[src/design/bmpd_pkg.sv]
// Shared types and constants of the BMP stream pixel decoder.
package bmpd_pkg;

  // Result kinds
  typedef enum logic [1:0] {
    KIND_PIXEL  = 2'd0,
    KIND_HEADER = 2'd1,
    KIND_ERROR  = 2'd2
  } kind_t;

  // Error codes
  typedef enum logic [2:0] {
    ERR_NOT_BMP    = 3'd0,
    ERR_BAD_HEADER = 3'd1,
    ERR_FORMAT     = 3'd2,
    ERR_SIZE       = 3'd3,
    ERR_TRUNCATED  = 3'd4,
    ERR_OFFSET     = 3'd5
  } err_t;

  // Decoder phases, one-hot
  typedef enum logic [3:0] {
    PH_HEADER = 4'b0001,
    PH_SKIP   = 4'b0010,
    PH_PIXELS = 4'b0100,
    PH_DRAIN  = 4'b1000
  } phase_t;

  // Signature bytes
  localparam logic [7:0] SIG_B = 8'h42;
  localparam logic [7:0] SIG_M = 8'h4D;

  // Byte positions of the last byte of each header field
  localparam logic [31:0] POS_SIG_B     = 32'd0;
  localparam logic [31:0] POS_SIG_M     = 32'd1;
  localparam logic [31:0] POS_OFFSET    = 32'd13;
  localparam logic [31:0] POS_HDR_LEN   = 32'd17;
  localparam logic [31:0] POS_WIDTH     = 32'd21;
  localparam logic [31:0] POS_HEIGHT    = 32'd25;
  localparam logic [31:0] POS_BIT_COUNT = 32'd29;
  localparam logic [31:0] POS_COMPRESS  = 32'd33;
  localparam logic [31:0] POS_HDR_END   = 32'd53;

  // Position of the last file header byte: end of file before it gives "not BMP"
  localparam logic [31:0] FILE_HDR_LEN     = 32'd13;
  localparam logic [31:0] MIN_INFO_HDR_LEN = 32'd40;
  localparam logic [31:0] MIN_PIXEL_OFFSET = 32'd54;
  localparam logic [15:0] BIT_COUNT_24     = 16'd24;
  localparam logic [15:0] BIT_COUNT_32     = 16'd32;
  localparam logic [7:0]  ALPHA_OPAQUE     = 8'd255;

endpackage

[src/design/bmp_stream_pixel_decoder.sv]
// Top level of the BMP stream pixel decoder: header parsing, pixel unpacking, result queue.
//
// Takes a BMP file one byte per clock and produces RGBA pixels with their column and
// top-down row, a header item with the accepted size, and error items. Every byte is
// handled in the cycle it is accepted, so a sustained rate of one byte per cycle is kept
// as long as results are taken. A byte yields at most two items (header plus truncation
// error, or pixel plus truncation error); items go through a four-entry queue and
// in_ready drops only while that queue holds three or more items. Pixels already sent
// are void once an error item follows. After end_of_file the decoder is ready for a new
// file on the next byte.
module bmp_stream_pixel_decoder #(
  parameter int MAX_DIM = 512
) (
  input  logic                           clk,
  input  logic                           rst,
  input  logic                           in_valid,
  output logic                           in_ready,
  input  logic [7:0]                     data_byte,
  input  logic                           end_of_file,
  output logic                           out_valid,
  input  logic                           out_ready,
  output logic [1:0]                     kind,
  output logic [7:0]                     red,
  output logic [7:0]                     green,
  output logic [7:0]                     blue,
  output logic [7:0]                     alpha,
  output logic [$clog2(MAX_DIM)-1:0]     column,
  output logic [$clog2(MAX_DIM)-1:0]     row,
  output logic [$clog2(MAX_DIM+1)-1:0]   pic_width,
  output logic [$clog2(MAX_DIM+1)-1:0]   pic_height,
  output logic [2:0]                     error_code,
  output logic                           last
);

  import bmpd_pkg::*;

  localparam int DIM_W  = $clog2(MAX_DIM);
  localparam int SIZE_W = $clog2(MAX_DIM + 1);

  typedef struct packed {
    kind_t             kind;
    logic [7:0]        red;
    logic [7:0]        green;
    logic [7:0]        blue;
    logic [7:0]        alpha;
    logic [DIM_W-1:0]  column;
    logic [DIM_W-1:0]  row;
    logic [SIZE_W-1:0] pic_width;
    logic [SIZE_W-1:0] pic_height;
    err_t              error_code;
    logic              last;
  } res_t;

  // Decoder state
  phase_t            phase, phase_next;
  logic [31:0]       file_position, file_position_next;
  logic [31:0]       field_assembly, field_assembly_next;
  logic [31:0]       pixel_offset, pixel_offset_next;
  logic              hdr_len_ok, hdr_len_ok_next;
  logic [SIZE_W-1:0] stored_width, stored_width_next;
  logic [SIZE_W-1:0] stored_height, stored_height_next;
  logic              rows_top_down, rows_top_down_next;
  logic              fmt_ok, fmt_ok_next;
  logic              bpp4, bpp4_next;
  logic [23:0]       pixel_bytes, pixel_bytes_next;
  logic [1:0]        comp, comp_next;
  logic [DIM_W-1:0]  column_count, column_count_next;
  logic              in_pad, in_pad_next;
  logic [1:0]        pad_index, pad_index_next;
  logic [DIM_W-1:0]  source_row, source_row_next;

  // Step results
  logic        accept;
  logic [31:0] field_next;
  logic [31:0] height_mag;
  logic [1:0]  pad_len;
  logic [1:0]  comp_last;
  logic        col_last;
  logic        row_last;
  logic        row_end;
  logic        prim_valid;
  logic        err4;
  res_t        prim;
  res_t        err4_res;
  res_t        slot0;
  res_t        slot1;
  res_t        out_res;
  logic [1:0]  push_count;
  logic        has_room;

  function automatic res_t make_error(err_t code);
    res_t r;
    r            = '0;
    r.kind       = KIND_ERROR;
    r.error_code = code;
    r.last       = 1'b1;
    return r;
  endfunction

  assign accept     = in_valid && in_ready;
  assign in_ready   = has_room;
  assign field_next = {data_byte, field_assembly[31:8]};
  assign height_mag = field_next[31] ? (32'd0 - field_next) : field_next;
  assign pad_len    = bpp4 ? 2'd0 : stored_width[1:0];
  assign comp_last  = bpp4 ? 2'd3 : 2'd2;
  assign col_last   = (SIZE_W'(column_count) + SIZE_W'(1)) == stored_width;
  assign row_last   = (SIZE_W'(source_row) + SIZE_W'(1)) == stored_height;
  assign err4_res   = make_error(ERR_TRUNCATED);

  // Per-byte decode
  always_comb begin
    phase_next          = phase;
    file_position_next  = file_position;
    field_assembly_next = field_assembly;
    pixel_offset_next   = pixel_offset;
    hdr_len_ok_next     = hdr_len_ok;
    stored_width_next   = stored_width;
    stored_height_next  = stored_height;
    rows_top_down_next  = rows_top_down;
    fmt_ok_next         = fmt_ok;
    bpp4_next           = bpp4;
    pixel_bytes_next    = pixel_bytes;
    comp_next           = comp;
    column_count_next   = column_count;
    in_pad_next         = in_pad;
    pad_index_next      = pad_index;
    source_row_next     = source_row;
    row_end             = 1'b0;
    prim_valid          = 1'b0;
    prim                = '0;
    err4                = 1'b0;

    if (accept) begin
      case (phase)
        PH_HEADER: begin
          field_assembly_next = field_next;
          file_position_next  = file_position + 32'd1;
          if ((file_position == POS_SIG_B && data_byte != SIG_B) ||
              (file_position == POS_SIG_M && data_byte != SIG_M)) begin
            prim_valid = 1'b1;
            prim       = make_error(ERR_NOT_BMP);
            phase_next = PH_DRAIN;
          end else if (file_position == POS_OFFSET) begin
            pixel_offset_next = field_next;
          end else if (file_position == POS_HDR_LEN) begin
            hdr_len_ok_next = (field_next >= MIN_INFO_HDR_LEN);
          end else if (file_position == POS_WIDTH) begin
            stored_width_next = (field_next != 32'd0 && field_next <= 32'(MAX_DIM)) ?
                                field_next[SIZE_W-1:0] : '0;
          end else if (file_position == POS_HEIGHT) begin
            rows_top_down_next = field_next[31];
            stored_height_next = (height_mag != 32'd0 && height_mag <= 32'(MAX_DIM)) ?
                                 height_mag[SIZE_W-1:0] : '0;
          end else if (file_position == POS_BIT_COUNT) begin
            fmt_ok_next = (field_next[31:16] == BIT_COUNT_24) ||
                          (field_next[31:16] == BIT_COUNT_32);
            bpp4_next   = (field_next[31:16] == BIT_COUNT_32);
          end else if (file_position == POS_COMPRESS) begin
            if (field_next != 32'd0) begin
              fmt_ok_next = 1'b0;
            end
          end else if (file_position == POS_HDR_END) begin
            // checks in fixed priority order
            prim_valid = 1'b1;
            if (!hdr_len_ok) begin
              prim       = make_error(ERR_BAD_HEADER);
              phase_next = PH_DRAIN;
            end else if (!fmt_ok) begin
              prim       = make_error(ERR_FORMAT);
              phase_next = PH_DRAIN;
            end else if (stored_width == '0 || stored_height == '0) begin
              prim       = make_error(ERR_SIZE);
              phase_next = PH_DRAIN;
            end else if (pixel_offset < MIN_PIXEL_OFFSET) begin
              prim       = make_error(ERR_OFFSET);
              phase_next = PH_DRAIN;
            end else begin
              prim.kind         = KIND_HEADER;
              prim.pic_width    = stored_width;
              prim.pic_height   = stored_height;
              phase_next        = (pixel_offset == MIN_PIXEL_OFFSET) ? PH_PIXELS : PH_SKIP;
              comp_next         = 2'd0;
              column_count_next = '0;
              in_pad_next       = 1'b0;
              pad_index_next    = 2'd0;
              source_row_next   = '0;
              pixel_bytes_next  = '0;
            end
          end
          // header cut short by end of file
          if (end_of_file && phase_next == PH_HEADER) begin
            prim_valid = 1'b1;
            prim       = make_error((file_position < FILE_HDR_LEN) ?
                                    ERR_NOT_BMP : ERR_BAD_HEADER);
          end
        end

        PH_SKIP: begin
          file_position_next = file_position + 32'd1;
          if (file_position + 32'd1 == pixel_offset) begin
            phase_next = PH_PIXELS;
          end
        end

        PH_PIXELS: begin
          if (!in_pad) begin
            if (comp != 2'd3) begin
              pixel_bytes_next = {pixel_bytes[15:0], data_byte};
            end
            if (comp == comp_last) begin
              // pixel complete: stored order is B, G, R
              prim_valid  = 1'b1;
              prim.kind   = KIND_PIXEL;
              prim.red    = pixel_bytes_next[7:0];
              prim.green  = pixel_bytes_next[15:8];
              prim.blue   = pixel_bytes_next[23:16];
              prim.alpha  = bpp4 ? data_byte : ALPHA_OPAQUE;
              prim.column = column_count;
              prim.row    = rows_top_down ? source_row :
                            DIM_W'(stored_height - SIZE_W'(1) - SIZE_W'(source_row));
              prim.last   = row_last && col_last;
              comp_next   = 2'd0;
              if (col_last) begin
                if (pad_len == 2'd0) begin
                  row_end = 1'b1;
                end else begin
                  in_pad_next    = 1'b1;
                  pad_index_next = 2'd0;
                end
              end else begin
                column_count_next = column_count + DIM_W'(1);
              end
            end else begin
              comp_next = comp + 2'd1;
            end
          end else begin
            // row padding to a multiple of four bytes
            if (pad_index + 2'd1 == pad_len) begin
              row_end = 1'b1;
            end else begin
              pad_index_next = pad_index + 2'd1;
            end
          end
          if (row_end) begin
            in_pad_next       = 1'b0;
            column_count_next = '0;
            source_row_next   = source_row + DIM_W'(1);
            if (row_last) begin
              phase_next = PH_DRAIN;
            end
          end
        end

        PH_DRAIN: begin
        end

        default: begin
          phase_next = PH_DRAIN;
        end
      endcase

      // end of file before the pixel data is complete
      if (end_of_file && (phase_next == PH_SKIP || phase_next == PH_PIXELS)) begin
        err4 = 1'b1;
      end
      if (end_of_file) begin
        phase_next         = PH_HEADER;
        file_position_next = '0;
      end
    end
  end

  // State registers
  always_ff @(posedge clk) begin
    if (rst) begin
      phase         <= PH_HEADER;
      file_position <= '0;
      comp          <= 2'd0;
      column_count  <= '0;
      in_pad        <= 1'b0;
      pad_index     <= 2'd0;
      source_row    <= '0;
    end else begin
      phase         <= phase_next;
      file_position <= file_position_next;
      comp          <= comp_next;
      column_count  <= column_count_next;
      in_pad        <= in_pad_next;
      pad_index     <= pad_index_next;
      source_row    <= source_row_next;
    end
  end

  // Header fields and pixel assembly
  always_ff @(posedge clk) begin
    field_assembly <= field_assembly_next;
    pixel_offset   <= pixel_offset_next;
    hdr_len_ok     <= hdr_len_ok_next;
    stored_width   <= stored_width_next;
    stored_height  <= stored_height_next;
    rows_top_down  <= rows_top_down_next;
    fmt_ok         <= fmt_ok_next;
    bpp4           <= bpp4_next;
    pixel_bytes    <= pixel_bytes_next;
  end

  // Items to the queue: truncation error always goes last
  assign slot0      = prim_valid ? prim : err4_res;
  assign slot1      = err4_res;
  assign push_count = 2'(prim_valid) + 2'(err4);

  bmpd_res_queue #(
    .WIDTH($bits(res_t))
  ) u_res_queue (
    .clk       (clk),
    .rst       (rst),
    .push_count(push_count),
    .push_data0(slot0),
    .push_data1(slot1),
    .has_room  (has_room),
    .out_valid (out_valid),
    .out_ready (out_ready),
    .out_data  (out_res)
  );

  assign kind         = out_res.kind;
  assign red          = out_res.red;
  assign green        = out_res.green;
  assign blue         = out_res.blue;
  assign alpha        = out_res.alpha;
  assign column       = out_res.column;
  assign row          = out_res.row;
  assign pic_width    = out_res.pic_width;
  assign pic_height   = out_res.pic_height;
  assign error_code   = out_res.error_code;
  assign last         = out_res.last;

  // Checks
  a_eof_restart: assert property (@(posedge clk) disable iff (rst)
    accept && end_of_file |=> phase == PH_HEADER && file_position == '0)
    else $error("decoder did not restart after end of file");

  a_pixels_valid_hdr: assert property (@(posedge clk) disable iff (rst)
    phase == PH_PIXELS |-> fmt_ok && stored_width != '0 && stored_height != '0)
    else $error("pixel phase entered with a rejected header");

  a_row_in_range: assert property (@(posedge clk) disable iff (rst)
    phase == PH_PIXELS |-> SIZE_W'(source_row) < stored_height)
    else $error("source row ran past image height");

endmodule

[src/design/bmpd_res_queue.sv]
// Four-entry result queue with a two-item write and a one-item read per cycle.
module bmpd_res_queue #(
  parameter int WIDTH = 64
) (
  input  logic             clk,
  input  logic             rst,
  input  logic [1:0]       push_count,
  input  logic [WIDTH-1:0] push_data0,
  input  logic [WIDTH-1:0] push_data1,
  output logic             has_room,
  output logic             out_valid,
  input  logic             out_ready,
  output logic [WIDTH-1:0] out_data
);

  localparam int QDEPTH = 4;
  localparam int PTR_W  = $clog2(QDEPTH);
  localparam int LVL_W  = $clog2(QDEPTH + 1);

  logic [WIDTH-1:0] mem [QDEPTH];
  logic [PTR_W-1:0] wr_ptr;
  logic [PTR_W-1:0] rd_ptr;
  logic [LVL_W-1:0] level;
  logic             pop;

  assign pop       = out_valid && out_ready;
  assign out_valid = (level != '0);
  assign out_data  = mem[rd_ptr];
  // room for the worst case of two items from one byte
  assign has_room  = (level <= LVL_W'(QDEPTH - 2));

  // Entry storage
  always_ff @(posedge clk) begin
    if (push_count != 2'd0) begin
      mem[wr_ptr] <= push_data0;
    end
    if (push_count == 2'd2) begin
      mem[wr_ptr + PTR_W'(1)] <= push_data1;
    end
  end

  // Pointers and fill level
  always_ff @(posedge clk) begin
    if (rst) begin
      wr_ptr <= '0;
      rd_ptr <= '0;
      level  <= '0;
    end else begin
      wr_ptr <= wr_ptr + PTR_W'(push_count);
      if (pop) begin
        rd_ptr <= rd_ptr + PTR_W'(1);
      end
      level <= level + LVL_W'(push_count) - LVL_W'(pop);
    end
  end

endmodule
[config.mk]
export PLATFORM = sky130hd
export DESIGN_NAME = bmp_stream_pixel_decoder
export DESIGN_NICKNAME = d
export VERILOG_FILES = /design/src/design/bmpd_pkg.sv /design/src/design/bmp_stream_pixel_decoder.sv /design/src/design/bmpd_res_queue.sv
export SDC_FILE = /design/constraint.sdc
export NUM_CORES = 1
export LEC_CHECK = 0
export BUFFER_PORTS_ARGS = -buffer_cell sky130_fd_sc_hd__buf_2
export CORE_MARGIN = 2
export CORE_UTILIZATION = 32
export CTS_BUF_LIST = sky130_fd_sc_hd__clkbuf_16
export DETAILED_ROUTE_END_ITERATION = 8
export GPL_ROUTABILITY_DRIVEN = 0
export GPL_TIMING_DRIVEN = 0
export PLACE_DENSITY = 0.49
export SLEW_MARGIN = 40
export SYNTH_ARGS = -nofsm -noshare
export SYNTH_HDL_FRONTEND = slang
export SYNTH_SLANG_ARGS = --single-unit
[constraint.sdc]
create_clock -name clk -period 5 [get_ports clk]
set_clock_uncertainty 0.05 [all_clocks]
set_input_delay 0.75 -clock clk [delete_from_list [all_inputs] [get_ports clk]]
set_output_delay 0.75 -clock clk [all_outputs]
set_load 0.01 [all_outputs]
==> results.ini <==
[pwr]
power_density_mw_per_mm2 = 362.1
vdd_drop_max_mv = 0.2477
p_leak_nw = 9.255
power_mw = 9.678

[logic_synthesis]
synthAdderAreaFrac_pct = 1.314
async_flop_share_pct = 0
synth_top_flop_cell = dfxtp_1
synth_seq_cells = 476
syn_avg_cell_area_sq_um = 9.431
synth-xor-area-share_pct = 3.648
synth_top_family_by_area = simple AND/OR/NAND/NOR gates
ys_seq_area_share_pct = 45.86
synth_area_leaders = dfxtp_1 (32%), edfxtp_1 (14%), mux4_2 (7.4%), nand2_1 (5.8%), a21oi_1 (5.5%)
synth_area_sq_mm = 0.02305
yosys.area.top_type = dfxtp_1
synth-simple-area-share_pct = 19.67
synth-compound-area-share_pct = 16.24
yosys_warnings = 0
yosys.cell_types.count = 85
synth_edf_count = 104
muxShareOfSynthArea_pct = 9.087
yosys.area.top_type_share_pct = 32.31
syn-num-nets = 2480
synth_cells = 2444

[die]
die_h_um = 272.4
die_w_um = 272.4
initial_core_util_pct = 32.30
die-area_sq_mm = 0.07419
core-area_sq_mm = 0.07136
num_io_pins = 91
rows = 98

[worst_setup_path]
critPathKind = reg2reg
r2r-start = source_row[1]$_SDFFE_PP0P_
rr_worst_depth = 15
arrival_ns = 5.24
startpoint = source_row[1]$_SDFFE_PP0P_
crit_path_max_fanout = 10
cp-end-kind = flop
ff2ff_setup_slack_ns = 0.20
required_ns = 5.44
r2r-end = u_res_queue.mem[3][53]$_SDFFE_PP0P_
cp-start-kind = flop

[cells_and_area]
fillers = 7258
syn2layout_area_growth_pct = 15.95
layout-drive-gt1-share_pct = 13.90
fin_nets = 2631
postLayoutCellArea_sq_mm = 0.02673
post-route-util_pct = 37.45
seq_area_sq_mm = 0.01057
multi_input_comb_area_sq_mm = 0.01163
diodes = 0

[timing]
tightest_slew_ns = 0.8668
min_period_ns = 4.804
fmax_mhz = 208.2
worst_hold_slack_ns = 0.3061
fin_crit_sh_pct = 96.08
fin_setup_tns_ns = 0
finalHoldViolCount = 0
setup_viol = 0
slew_violations = 0
slew_headroom_pct = 42.21

[grt]
gr-total-overflow = 0
grt_pass1_wl_mm = 123.2
antenna_found_initial = 1
grt_util_all_layers_pct = 21.55
grt_max_degree = 28
grt_pass1_vias = 19720

[clocking]
cts.sinks = 476
tritoncts = done
cts_buffer_depth = 3
cts_root_buf = clkbuf_16
clk_transition_reported_paths_ns = 0.06
htree_num_levels = 2
cts_buffers = 56
worstSkewPairLatency_ns = 0.64

[route]
vias = 20090
wl_per_cell_um = 22.77
drc = 0
via_per_inst = 5.594
routed_wl_mm = 81.76
drtIter0Drc = 1661
ant_nets = 0
drtPass1Iterations = 6

[placed_design]
port_buffers = 89
dp_hpwl_mm = 59.82
placed_cell_area_sq_mm = 0.02482

[min_path]
hp-start = data_byte[3]
whs_endpoint = pixel_offset[27]$_DFFE_PP_
hp-class = in2reg
holdPathStages = 1

[status]
status = completed

[run]
cap_violations = 0

[logic make-up (layout without fill, tap and decap cells)]
family,Yosys count,in the layout
AO/OA/AOI/OAI,559,559
AND/OR/NAND/NOR,930,930
buffers and inverters,246,443
adder cells (fa/ha/maj),23,23
flip-flops,476,476
XOR/XNOR,96,96
multiplexers,114,114
[cell type report]
type                       count  share of cell area, %
timing repair buffer          96                  1.873
tap                          950                  4.448
buffer                       201                  3.174
inverter                      42                 0.6039
clock buffer                  59                  5.524
clock inverter                45                  1.311
sequential                   476                  39.55
multi-input combinational   1722                  43.52
[through the flow]
| stage | std cells | setup slack, ns |
|---|---|---|
| 5_1_grt | 3591 | -0.001702 |
| 4_1_cts | 3591 | 0.01178 |
| 3_5_place_dp | 3489 | -0.7245 |
| 6_report | 3591 | 0.1958 |
| 3_3_place_gp | 3483 | -1.448 |
| 2_1_floorplan | 2444 | 0.2022 |
[metal layers]
metal  part of all wire [%]  vias up  global-route usage (%)
met4                    2.8        0                   7.157
met2                     47      694                   35.70
li1                       -     9251                       -
met3                    5.6      122                   2.345
met1                     45    10020                   29.29
met5                      0        -                       0
[cells in the mapped netlist, types with 21 or more instances]
cell	instances
o21ai_0	73
a21oi_1	254
nor2_1	191
xnor2_1	62
nand3_1	82
edfxtp_1	104
ha_1	21
nand2_1	354
mux4_2	76
nor3_1	45
nor4_1	31
or3_1	24
inv_1	41
a32o_1	97
mux2i_1	36
buf_2	24
and2_1	22
nand4_1	39
xor2_1	34
a22o_1	27
clkbuf_1	159
dfxtp_1	372
[registers in the layout, summed over array words and instances, names as in the netlist, 2 cells and up, named ones only]
signal and cells:
stored_height 10, u_res_queue.level 3, column_count 9, u_res_queue.rd_ptr 2, stored_width 10, pixel_bytes 24
phase 4, source_row 9, u_res_queue.wr_ptr 2, pixel_offset 32, u_res_queue.mem 304, field_assembly 24
file_position 32, comp 2, pad_index 2
[repair_timing]
action                                  CTS  global route
buffers inserted                          0             1
hold buffers                              0             0
gates resized for setup                  19            26
endpoints found under the setup margin  213           221
cloned                                    0             0
[critical path: stages, from the launching register on]
cell and delay (ns):
dfxtp_1 0.42, ha_2 0.26, nand3_1 0.18, nor2_2 0.23, nand3_1 0.20, xor2_1 0.21, a21oi_1 0.16, or4_1 0.24
or3_1 0.21, and3_1 0.18, ha_1 0.29, clkinvlp_4 0.29, nor3b_4 0.49, buf_1 0.57, buf_1 0.57, a21oi_1 0.09
[power breakdown]
part,total (mW),internal (mW),switching (mW)
logic,1.44,0.421,1.02
registers,4.20,4.06,0.139
clock network,4.04,2.30,1.74
total,9.68,6.78,2.90
[placed cells by master (no fill, tap or decap), types with 11 or more instances in the layout]
| master | n |
|---|---|
| dfxtp_1 | 372 |
| nand2_1 | 354 |
| a21oi_1 | 253 |
| nor2_1 | 186 |
| clkbuf_1 | 122 |
| buf_2 | 119 |
| edfxtp_1 | 104 |
| a32o_1 | 97 |
| nand3_1 | 82 |
| mux4_2 | 76 |
| o21ai_0 | 70 |
| xnor2_1 | 62 |
| clkbuf_16 | 59 |
| inv_1 | 50 |
| nor3_1 | 42 |
| nand4_1 | 39 |
| mux2i_1 | 36 |
| xor2_1 | 34 |
| clkbuf_2 | 32 |
| nor4_1 | 30 |
| a22o_1 | 27 |
| or3_1 | 24 |
| and2_1 | 21 |
| nor2b_1 | 20 |
| ha_1 | 19 |
| and3_1 | 18 |
| nand3b_1 | 16 |
| buf_1 | 15 |
| a21o_1 | 12 |
| nand2b_1 | 12 |
| clkinv_1 | 12 |
| and4_1 | 11 |
| o22a_1 | 11 |
[worst max path at each step]
stage                                                     end  slack (ns)  cells after the start
after global routing      u_res_queue.mem[3][11]$_SDFFE_PP0P_      -0.002                     15
after detailed placement   u_res_queue.mem[1][1]$_SDFFE_PP0P_       -0.72                     19
final                     u_res_queue.mem[3][53]$_SDFFE_PP0P_        0.20                     15
after global placement             pixel_offset[28]$_DFFE_PP_       -1.45                      8
after floorplan                     pixel_offset[0]$_DFFE_PP_        0.20                      7
after CTS                 u_res_queue.mem[3][42]$_SDFFE_PP0P_        0.01                     15
Power figures use the tool's default switching activity.
